### src/rtl/crq_pkg.sv
`timescale 1ns / 1ps
// ----------------------------------------------------------------------------
// crq_pkg
// shared codes, widths and the step record of the circle quadrant rasterizer
// ----------------------------------------------------------------------------
package crq_pkg;

    localparam int COORD_WIDTH_DEF = 16;
    localparam int PIX_W   = 16;   // reported coordinate width
    localparam int WALK_W  = 16;   // walk position width
    localparam int ERR_W   = 18;   // error term width
    localparam int RAD_W   = 14;
    localparam int MODE_W  = 3;

    localparam logic ACT_START = 1'b0;
    localparam logic ACT_STEP  = 1'b1;

    localparam logic [MODE_W-1:0] MODE_Q0   = 3'd0;
    localparam logic [MODE_W-1:0] MODE_Q1   = 3'd1;
    localparam logic [MODE_W-1:0] MODE_Q2   = 3'd2;
    localparam logic [MODE_W-1:0] MODE_Q3   = 3'd3;
    localparam logic [MODE_W-1:0] MODE_FULL = 3'd4;

    // one walk step handed from the walk unit to the pixel emitter
    typedef struct packed {
        logic signed [WALK_W-1:0] wx;
        logic signed [WALK_W-1:0] wy;
        logic [MODE_W-1:0]        mode;
        logic                     fin;
        logic signed [PIX_W-1:0]  cx;
        logic signed [PIX_W-1:0]  cy;
    } crq_step_t;

endpackage

### src/rtl/crq_walk.sv
`timescale 1ns / 1ps
// ----------------------------------------------------------------------------
// crq_walk
// walk state and error-term update, one position per accepted step while busy
// ----------------------------------------------------------------------------
module crq_walk
(
    input  logic                                clk,
    input  logic                                rst_n,
    input  logic                                accept,
    input  logic                                action,
    input  logic signed [crq_pkg::PIX_W-1:0]    center_x,
    input  logic signed [crq_pkg::PIX_W-1:0]    center_y,
    input  logic [crq_pkg::RAD_W-1:0]           radius,
    input  logic [crq_pkg::MODE_W-1:0]          mode,
    output logic                                load,
    output crq_pkg::crq_step_t                  step
);

    logic signed [crq_pkg::WALK_W-1:0] walk_x_reg, walk_x_next;
    logic signed [crq_pkg::WALK_W-1:0] walk_y_reg, walk_y_next;
    logic signed [crq_pkg::ERR_W-1:0]  err_reg, err_next;
    logic                              busy_reg, busy_next;
    logic [crq_pkg::MODE_W-1:0]        mode_reg, mode_next;
    logic signed [crq_pkg::PIX_W-1:0]  cx_reg, cx_next;
    logic signed [crq_pkg::PIX_W-1:0]  cy_reg, cy_next;

    logic signed [crq_pkg::ERR_W-1:0]  wx_e, wy_e, y1, e1, x1, e2;
    logic                              inc_y, inc_x, fin;

    always_comb
    begin
        wx_e  = crq_pkg::ERR_W'(walk_x_reg);
        wy_e  = crq_pkg::ERR_W'(walk_y_reg);
        inc_y = (err_reg <= wy_e);
        y1    = inc_y ? wy_e + 18'sd1 : wy_e;
        e1    = inc_y ? err_reg + (y1 <<< 1) + 18'sd1 : err_reg;
        inc_x = (err_reg > wx_e) || (e1 > y1);
        x1    = inc_x ? wx_e + 18'sd1 : wx_e;
        e2    = inc_x ? e1 + (x1 <<< 1) + 18'sd1 : e1;
        fin   = !x1[crq_pkg::ERR_W-1];
    end

    always_comb
    begin
        walk_x_next = walk_x_reg;
        walk_y_next = walk_y_reg;
        err_next    = err_reg;
        busy_next   = busy_reg;
        mode_next   = mode_reg;
        cx_next     = cx_reg;
        cy_next     = cy_reg;
        load        = 1'b0;
        if (accept)
        begin
            if (action == crq_pkg::ACT_START)
            begin
                // unknown modes leave everything as it was
                if (mode <= crq_pkg::MODE_FULL)
                begin
                    mode_next   = mode;
                    cx_next     = center_x;
                    cy_next     = center_y;
                    walk_x_next = -$signed({2'b00, radius});
                    walk_y_next = '0;
                    err_next    = 18'sd2 - $signed({3'b000, radius, 1'b0});
                    busy_next   = 1'b1;
                end
            end
            else if (busy_reg)
            begin
                load        = 1'b1;
                walk_x_next = x1[crq_pkg::WALK_W-1:0];
                walk_y_next = y1[crq_pkg::WALK_W-1:0];
                err_next    = e2;
                busy_next   = !fin;
            end
        end
    end

    always_comb
    begin
        step.wx   = walk_x_reg;
        step.wy   = walk_y_reg;
        step.mode = mode_reg;
        step.fin  = fin;
        step.cx   = cx_reg;
        step.cy   = cy_reg;
    end

    always_ff @(posedge clk or negedge rst_n)
    begin
        if (!rst_n)
        begin
            walk_x_reg <= '0;
            walk_y_reg <= '0;
            err_reg    <= '0;
            busy_reg   <= 1'b0;
            mode_reg   <= '0;
            cx_reg     <= '0;
            cy_reg     <= '0;
        end
        else
        begin
            walk_x_reg <= walk_x_next;
            walk_y_reg <= walk_y_next;
            err_reg    <= err_next;
            busy_reg   <= busy_next;
            mode_reg   <= mode_next;
            cx_reg     <= cx_next;
            cy_reg     <= cy_next;
        end
    end

endmodule

### src/rtl/crq_emit.sv
`timescale 1ns / 1ps
// ----------------------------------------------------------------------------
// crq_emit
// holds one walk step; mirrored pixels go one item per cycle while out_ready=1
// ----------------------------------------------------------------------------
module crq_emit
#(
    parameter int COORD_WIDTH = crq_pkg::COORD_WIDTH_DEF
)
(
    input  logic                                clk,
    input  logic                                rst_n,
    input  logic                                load,
    input  crq_pkg::crq_step_t                  step,
    output logic                                free,
    output logic                                out_valid,
    input  logic                                out_ready,
    output logic signed [crq_pkg::PIX_W-1:0]    pixel_x,
    output logic signed [crq_pkg::PIX_W-1:0]    pixel_y,
    output logic                                last
);

    crq_pkg::crq_step_t            rec_reg;
    logic                          valid_reg, valid_next;
    logic [1:0]                    idx_reg, idx_next;

    logic                          full, final_pix, done;
    logic [crq_pkg::MODE_W-1:0]    sel;
    logic signed [crq_pkg::WALK_W-1:0] dx, dy;
    logic signed [COORD_WIDTH-1:0] sum_x, sum_y;

    always_comb
    begin
        full      = (rec_reg.mode == crq_pkg::MODE_FULL);
        final_pix = !full || (idx_reg == 2'd3);
        done      = valid_reg && out_ready && final_pix;
        free      = !valid_reg || done;
        sel       = full ? {1'b0, idx_reg} : rec_reg.mode;
        case (sel)
            crq_pkg::MODE_Q0: begin dx = -rec_reg.wx; dy =  rec_reg.wy; end
            crq_pkg::MODE_Q1: begin dx = -rec_reg.wy; dy = -rec_reg.wx; end
            crq_pkg::MODE_Q2: begin dx =  rec_reg.wx; dy = -rec_reg.wy; end
            default:          begin dx =  rec_reg.wy; dy =  rec_reg.wx; end
        endcase
        // wrap at the coordinate width, then sign-extend to the port width
        sum_x   = COORD_WIDTH'(rec_reg.cx) + COORD_WIDTH'(dx);
        sum_y   = COORD_WIDTH'(rec_reg.cy) + COORD_WIDTH'(dy);
        pixel_x = crq_pkg::PIX_W'(sum_x);
        pixel_y = crq_pkg::PIX_W'(sum_y);
        last    = rec_reg.fin && final_pix;
        out_valid = valid_reg;
    end

    always_comb
    begin
        valid_next = valid_reg;
        idx_next   = idx_reg;
        if (load)
        begin
            valid_next = 1'b1;
            idx_next   = '0;
        end
        else if (done)
            valid_next = 1'b0;
        else if (valid_reg && out_ready)
            idx_next = idx_reg + 2'd1;
    end

    always_ff @(posedge clk or negedge rst_n)
    begin
        if (!rst_n)
        begin
            valid_reg <= 1'b0;
            idx_reg   <= '0;
        end
        else
        begin
            valid_reg <= valid_next;
            idx_reg   <= idx_next;
        end
    end

    always_ff @(posedge clk)
    begin
        if (load)
            rec_reg <= step;
    end

endmodule

### src/rtl/circle_quadrant_rasterizer.sv
`timescale 1ns / 1ps
// ----------------------------------------------------------------------------
// circle_quadrant_rasterizer
// latency: a step item's first pixel is offered the cycle after it is taken
// throughput: the pixel register sends one pixel per cycle while out_ready=1;
//   so quadrant modes take one item per cycle, full-circle on the last pixel
// reset: asynchronous, active low; walk idle, held centre and mode zero
// ----------------------------------------------------------------------------
module circle_quadrant_rasterizer
#(
    parameter int COORD_WIDTH = crq_pkg::COORD_WIDTH_DEF
)
(
    input  logic                                clk,
    input  logic                                rst_n,
    input  logic                                in_valid,
    output logic                                in_ready,
    input  logic                                action,
    input  logic signed [crq_pkg::PIX_W-1:0]    center_x,
    input  logic signed [crq_pkg::PIX_W-1:0]    center_y,
    input  logic [crq_pkg::RAD_W-1:0]           radius,
    input  logic [crq_pkg::MODE_W-1:0]          mode,
    output logic                                out_valid,
    input  logic                                out_ready,
    output logic signed [crq_pkg::PIX_W-1:0]    pixel_x,
    output logic signed [crq_pkg::PIX_W-1:0]    pixel_y,
    output logic                                last
);

    // the walk unit advances on the cycle an item is taken; a step that
    // yields pixels is copied whole (centre included) into the emitter, so a
    // new start may be taken while the final older pixel is still being sent
    logic               accept;
    logic               load;
    logic               free;
    crq_pkg::crq_step_t step;

    // taken when the emitter is empty or is sending its final pixel now
    assign in_ready = free;
    assign accept   = in_valid && in_ready;

    crq_walk u_walk
    (
        .clk      (clk),
        .rst_n    (rst_n),
        .accept   (accept),
        .action   (action),
        .center_x (center_x),
        .center_y (center_y),
        .radius   (radius),
        .mode     (mode),
        .load     (load),
        .step     (step)
    );

    // mirrors, adds the centre and wraps at the coordinate width
    crq_emit #(.COORD_WIDTH(COORD_WIDTH)) u_emit
    (
        .clk       (clk),
        .rst_n     (rst_n),
        .load      (load),
        .step      (step),
        .free      (free),
        .out_valid (out_valid),
        .out_ready (out_ready),
        .pixel_x   (pixel_x),
        .pixel_y   (pixel_y),
        .last      (last)
    );

endmodule

### config.mk
export PLATFORM = sky130hd
export DESIGN_NAME = circle_quadrant_rasterizer
export DESIGN_NICKNAME = d
export VERILOG_FILES = /design/src/rtl/crq_pkg.sv /design/src/rtl/crq_walk.sv /design/src/rtl/crq_emit.sv /design/src/rtl/circle_quadrant_rasterizer.sv
export SDC_FILE = /design/constraint.sdc
export NUM_CORES = 1
export LEC_CHECK = 0
export ABC_CLOCK_PERIOD_IN_PS = 20300
export BUFFER_PORTS_ARGS = -buffer_cell sky130_fd_sc_hd__buf_4
export CORE_MARGIN = 10
export CORE_UTILIZATION = 50
export DETAILED_ROUTE_END_ITERATION = 16
export HOLD_SLACK_MARGIN = 0.03
export PLACE_DENSITY_LB_ADDON = 0.3
export SYNTH_ARGS = -nofsm -noshare
export SYNTH_HDL_FRONTEND = slang
export SYNTH_HIERARCHICAL = 1
export SYNTH_SLANG_ARGS = --single-unit
### constraint.sdc
create_clock -name clk -period 20.3 [get_ports clk]
set_clock_uncertainty 0.2 [all_clocks]
set_input_delay 1.015 -clock clk [delete_from_list [all_inputs] [get_ports clk]]
set_output_delay 1.015 -clock clk [all_outputs]
set_load 0.02 [all_outputs]
* Word level (Yosys, flattened, before mapping)
Cells that the tools add are included.
** Storage, ports and cells
- Memories kept :: 0
- Memory bits (writable) :: 0
- Register bits after elaboration :: 157
- Bits in latches :: 0
- ROM bits :: 0
** Operators by class
- $lt $le $gt $ge :: 4
- Add/sub/neg operators :: 13
- Reductions and logical operators :: 18
- Eq/ne operators :: 6
- Multipliers :: 0
- Bitwise logic cells :: 1
- Mux-type cells :: 27
- Shift operators :: 0
- Divide/modulo/power cells :: 0
** Operators by type and width (count)
- $mux W18 :: 7
- $mux W16 :: 6
- $pmux W16 S3 :: 2
- $add A18 B18 Y18 :: 2
- $add A18 B2 Y18 const B :: 2
- $add A16 B2 Y17 const B :: 2
- $add A16 B16 Y16 :: 2
- $neg A16 Y16 :: 2
- $gt A18 B16 Y1 :: 1
- $gt A18 B18 Y1 :: 1
- $le A18 B16 Y1 :: 1
- $neg A14 Y16 :: 1
- $sub A2 B15 Y16 const A :: 1
- $mux W1 :: 8
- $mux W2 :: 3
- $reduce_and A3 Y1 :: 2
- $reduce_bool A2 Y1 :: 3
- $logic_and A1 B1 Y1 :: 4
- $reduce_and A2 Y1 :: 2
- $eq A3 B1 Y1 const B :: 1
- $eq A3 B2 Y1 const B :: 1
- $eq A3 B3 Y1 const B :: 1
- $le A3 B3 Y1 const B :: 1
- $logic_not A1 Y1 :: 3
- other kinds (8) :: 10

* Longest topological paths before layout
- Word-level depth :: 13
- Gate-level depth with buffers :: 45
- Gate-level depth less buffers :: 42

* Cells and area by module
Netlist, hierarchy kept.
** Modules (own cells, without submodules)
- crq_walk :: times used 1, sequential area each 2152.1 um^2, area each 8102.8 um^2, cells each 937
- crq_emit :: times used 1, sequential area each 2117.0 um^2, area each 5218.8 um^2, cells each 570
- circle_quadrant_rasterizer :: times used 1, sequential area each 0.0 um^2, area each 6.3 um^2, cells each 1

* Worst setup path before layout
No wires, ideal clock.
- Kind :: reg2reg
- Start :: register u_walk/walk_y_reg[2] in the netlist's numbering
- End :: register u_walk/err_reg[16] in the netlist's numbering
- Data required time :: 20018 ps
- Cell stages (with the launch flop) :: 44
- Setup slack :: 11130 ps
- Arrival time :: 8888 ps
- Cells stage by stage :: dfrtp_1 > inv_1 > ha_1 > a21oi_1 > o21ai_1 > a2111o_1 > a211o_1 > nand2_1 > buf_4 > buf_4 > buf_4 > nand4_1 > xnor2_1 > inv_1 > ha_1 > or2_2 > a21oi_1 > a211oi_1 > [8 not listed] > nand3b_1 > a41o_1 > a311oi_2 > or2_1 > buf_6 > and2_1 > buf_6 > and3_4 > xnor2_1 > ha_1 > nor2b_1 > nor4_1 > a211oi_1 > o211ai_1 > a21boi_1 > o21a_1 > or4b_1 > a31oi_1
** Between the ends
- Cells in the longest elaborated chain, start to end :: 13
- Elaborated cells on any way between the ends :: 14
- Classes of those cells :: add/sub: 5; order compare: 2; mux: 6; reduce/logical: 1
** Ends and longest elaborated chain
- start: declaration :: RTL line crq_walk.sv:21 : logic signed [crq_pkg::WALK_W-1:0] walk_y_reg, walk_y_next;
- start signal: assignment :: RTL line crq_walk.sv:106 : walk_y_reg <= walk_y_next;
- $add A16 B2 Y17 or $le A18 B16 Y1 (tied branches) :: RTL line crq_walk.sv:36, crq_walk.sv:35
- $mux W18 :: RTL line crq_walk.sv:36 : y1 = inc_y ? wy_e + 18'sd1 : wy_e;
- $add A18 B18 Y18 :: RTL line crq_walk.sv:37 : e1 = inc_y ? err_reg + (y1 <<< 1) + 18'sd1 : err_reg;
- $add A18 B2 Y18 :: RTL line crq_walk.sv:37
- $mux W18 :: RTL line crq_walk.sv:37
- $gt A18 B18 Y1 :: RTL line crq_walk.sv:38 : inc_x = (err_reg > wx_e) || (e1 > y1);
- $logic_or A1 B1 Y1 :: RTL line crq_walk.sv:38
- $mux W18 :: RTL line crq_walk.sv:39 : x1 = inc_x ? wx_e + 18'sd1 : wx_e;
- $add A18 B18 Y18 :: RTL line crq_walk.sv:40 : e2 = inc_x ? e1 + (x1 <<< 1) + 18'sd1 : e1;
- $add A18 B2 Y18 :: RTL line crq_walk.sv:40
- $mux W18 (*) :: RTL line crq_walk.sv:40
- $mux W18 (*) :: RTL line crq_walk.sv:70 : else if (busy_reg)
- $mux W18 (*) :: RTL line crq_walk.sv:56 : if (action == crq_pkg::ACT_START)
- end signal: assignment :: RTL line crq_walk.sv:107 : err_reg <= err_next;
- end: declaration :: RTL line crq_walk.sv:22 : logic signed [crq_pkg::ERR_W-1:0] err_reg, err_next;
Every way passes the cells marked *; elsewhere a longest branch is shown, timed or not. The select of a mux whose other input is x is not followed.
A chain may end at the register's enable or synchronous reset.

* Final worst setup path
- Start :: register u_walk/walk_y_reg[2] in the netlist's numbering
- End :: register u_walk/err_reg[11] in the netlist's numbering
The elaborated chain is that of the path after synthesis.

==> results_dict.tcl <==
set metrics [dict create \
    flip_flop_count_of_the_largest_register_all_copies_and_words_added 68 \
    core_mm2 0.0261 \
    place_ws_ps 9380 \
    regToRegEndpoint "u_walk/err_reg[11]$_DFFE_PN0P_" \
    clock_latency_of_the_later_clocked_register_in_the_worst_skew_pair_ps 440 \
    cts_tree "yes" \
    cell_chosen_for_the_clock_root "clkbuf_16" \
    num_antenna_cells 0 \
    overflow_left_after_global_routing 0 \
    synth_enable_flop_cells 68 \
    report.final.slew_viol_count 0 \
    starting_density_of_the_core_pct 51.0 \
    critical_path_required_ps 20480 \
    vias_per_cell 6.27 \
    vdd_ir_drop_max_uv 133 \
    max_cap_check_violation_count 0 \
    final_nets 1750 \
    worst-r2r-cell-count 40 \
    synth_cell_type_count 95 \
    cts-buffers-inserted 17 \
    setup-tns-final_ps 0 \
    worst_setup_hold_path_clk_slew_ps 80 \
    cpMostUsedCell "ha_1" \
    rsz0062_at_grt "false" \
    pwr_density_cell_mw_per_mm2 160 \
    maxClockFrequency_mhz 89.5 \
    status "completed" \
    postRouteWirelength_mm 40.6 \
    ys_ff_latch 157 \
    cpMaxStageDelayCell "or4b_4" \
    num_vias 12000 \
    syn_nets 1690 \
    kind_of_path_behind_the_tightest_hold_check "reg -> reg" \
    area.growth.synth_to_final_pct 11.5 \
    route.detailed.wl_per_inst_um 21.2 \
    critPathLaunchType "flop" \
    timing.critical_path.to_type "flop" \
    fin_crit_sh_pct 55.0 \
    n_fill_cell 2397 \
    die_w_um 183 \
    boundary_pin_count 89 \
    mapped_cell_area_mm2 0.0133 \
    p_leak_nw 6.24 \
    cts_max_path_buffers 2 \
    firstDrtPassIters 5 \
    maximum_number_of_pins_on_one_net_before_global_route_repair 67 \
    period_needed_ps 11170 \
    die-area_mm2 0.0336 \
    async_reset_ff_share_pct 56.7 \
    timing.critical_path.fanout_max 33 \
    finalPower_w 0.00238 \
    critical_path.startpoint "u_walk/walk_y_reg[2]$_DFFE_PN0P_" \
    worst-endpoint-arrival_ps 11360 \
    slew_headroom_pct 31.0 \
    crit_path_end "u_walk/err_reg[11]$_DFFE_PN0P_" \
    finalWeightedCongestion 0.959 \
    grt_util_overall_pct 24.0 \
    cts_resized 0 \
    drive_above_1_share_pct 14.2 \
    ys.warnings.count 6 \
    criticalPathCategory "reg -> reg" \
    drcViolationCount 0 \
    post_synth_inst_count 1508 \
    worstMarginPinSlew_ps 1030 \
    global_route_wire_length_before_repair_mm 63.7 \
    final_antenna_net_count 0 \
    antenna_found_initial 1 \
    drt-initial-drc-count 1298 \
    placedCellCount 1884 \
    holdBufCountCts 0 \
    cts_sinks 157 \
    post-dp-hpwl_mm 30.9 \
    first_global_vias 11800 \
    post_layout_nonfiller_instances 1916 \
    setup_viol 0 \
    port_buffers 88 \
    dieHeight_um 183 \
    hold_viol 0 \
    cts_post_setup_buffers_inserted 0 \
    critical_path.reg2reg.startpoint "u_walk/walk_y_reg[2]$_DFFE_PN0P_" \
    critical_path.max_stage_delay_ps 570 \
    r2r_slack_ps 9130 \
    timing.final.ws_setup_ps 9130 \
    dominantRegCellSynth "dfrtp_1" \
    layout.core_utilization_pct 56.9 \
    syn_avg_cell_area_um2 8.84 \
    ys_seq_area_share_pct 32.0 \
    clock_tree.htree_level_count 4 \
    row_count 59 \
]
[routing by layer]
metal  part of all wire, %  vias up  GRT usage, %
met1                    41     5778          28.9
met3                   6.4       81          4.66
met5                 0.025        -             0
met2                    49      432          41.3
li1                      -     5719             -
met4                   3.5        2          9.70
[metrics by stage]
stage                     hold WS (ps)  instance area, um^2
after floorplan                    219                13300
final                              240                14900
after CTS                          235                14900
after detailed placement           227                14200
after global placement             221                14200
after global routing               249                14900
[worst max-delay path: cells and delay by family (launching register included)]
family | cells | cell delay [ps]
buf+inv | 3 | 900
fa+ha+maj | 4 | 1090
xor+xnor | 2 | 430
flops | 1 | 490
compound gates | 15 | 3730
simple gates | 16 | 4230
[power by group]
group / internal [W] / total [W] / switching, W
registers: 0.000413 / 0.000515 / 0.000102
clock network: 0.000168 / 0.000332 / 0.000164
logic: 0.000640 / 0.00154 / 0.000898
total: 0.00122 / 0.00238 / 0.00116
[final cells by class]
class	instances	area [um^2]	share of cell area [%]
multi-input cells	1200	8460	56.9
flip-flops and latches	157	4270	28.7
repair buffers	100	751	5.05
clock buffers	17	425	2.86
well taps	335	419	2.82
inverters	92	345	2.32
clock inverters	15	195	1.31
[kinds of logic after synthesis]
logic type	after synthesis	share of synthesized area [%]
compound gates	456	21.7
flops	157	32.0
xor+xnor	105	7.07
fa+ha+maj	128	12.2
simple gates	458	17.9
buf+inv	151	4.57
mux	53	4.44
[cell usage after synthesis, types with 45 or more instances]
library cell    n  area (um^2)
a21oi_1       124          621
ha_1          124         1550
nand2_1       119          447
o21ai_0       114          571
nor2_1         94          353
inv_1          90          338
dfrtp_1        89         2230
edfxtp_1       68         2040
xnor2_1        61          534
nor3_1         58          290
clkbuf_1       46          173
mux2_2         45          507
[how the worst min path moves through the flow]
| stage | startpoint | end | slack (ps) | depth (start not counted) |
|---|---|---|---|---|
| detailed placement | u_walk/mode_reg[2]$_DFFE_PN0P_ | u_emit/rec_reg[35]$_DFFE_PP_ | 230 | 0 |
| finish | u_walk/cx_reg[10]$_DFFE_PN0P_ | u_emit/rec_reg[26]$_DFFE_PP_ | 240 | 0 |
| global route | u_walk/mode_reg[2]$_DFFE_PN0P_ | u_emit/rec_reg[35]$_DFFE_PP_ | 250 | 0 |
| global placement | u_walk/cy_reg[12]$_DFFE_PN0P_ | u_emit/rec_reg[12]$_DFFE_PP_ | 220 | 0 |
| floorplan | u_walk/cy_reg[0]$_DFFE_PN0P_ | u_emit/rec_reg[0]$_DFFE_PP_ | 220 | 0 |
| CTS | u_walk/cx_reg[8]$_DFFE_PN0P_ | u_emit/rec_reg[24]$_DFFE_PP_ | 230 | 0 |
[cells in the final DEF (no fill, tap or decap), types with 41 or more instances in the layout]
master / count
xnor2_1: 61
edfxtp_1: 68
inv_1: 89
a21oi_1: 124
mux2_2: 45
ha_1: 124
nor2_1: 94
nor3_1: 58
nand2_1: 118
dfrtp_1: 89
buf_4: 100
xor2_1: 41
o21ai_0: 114
No activity file was read; power rests on OpenSTA's default activity.
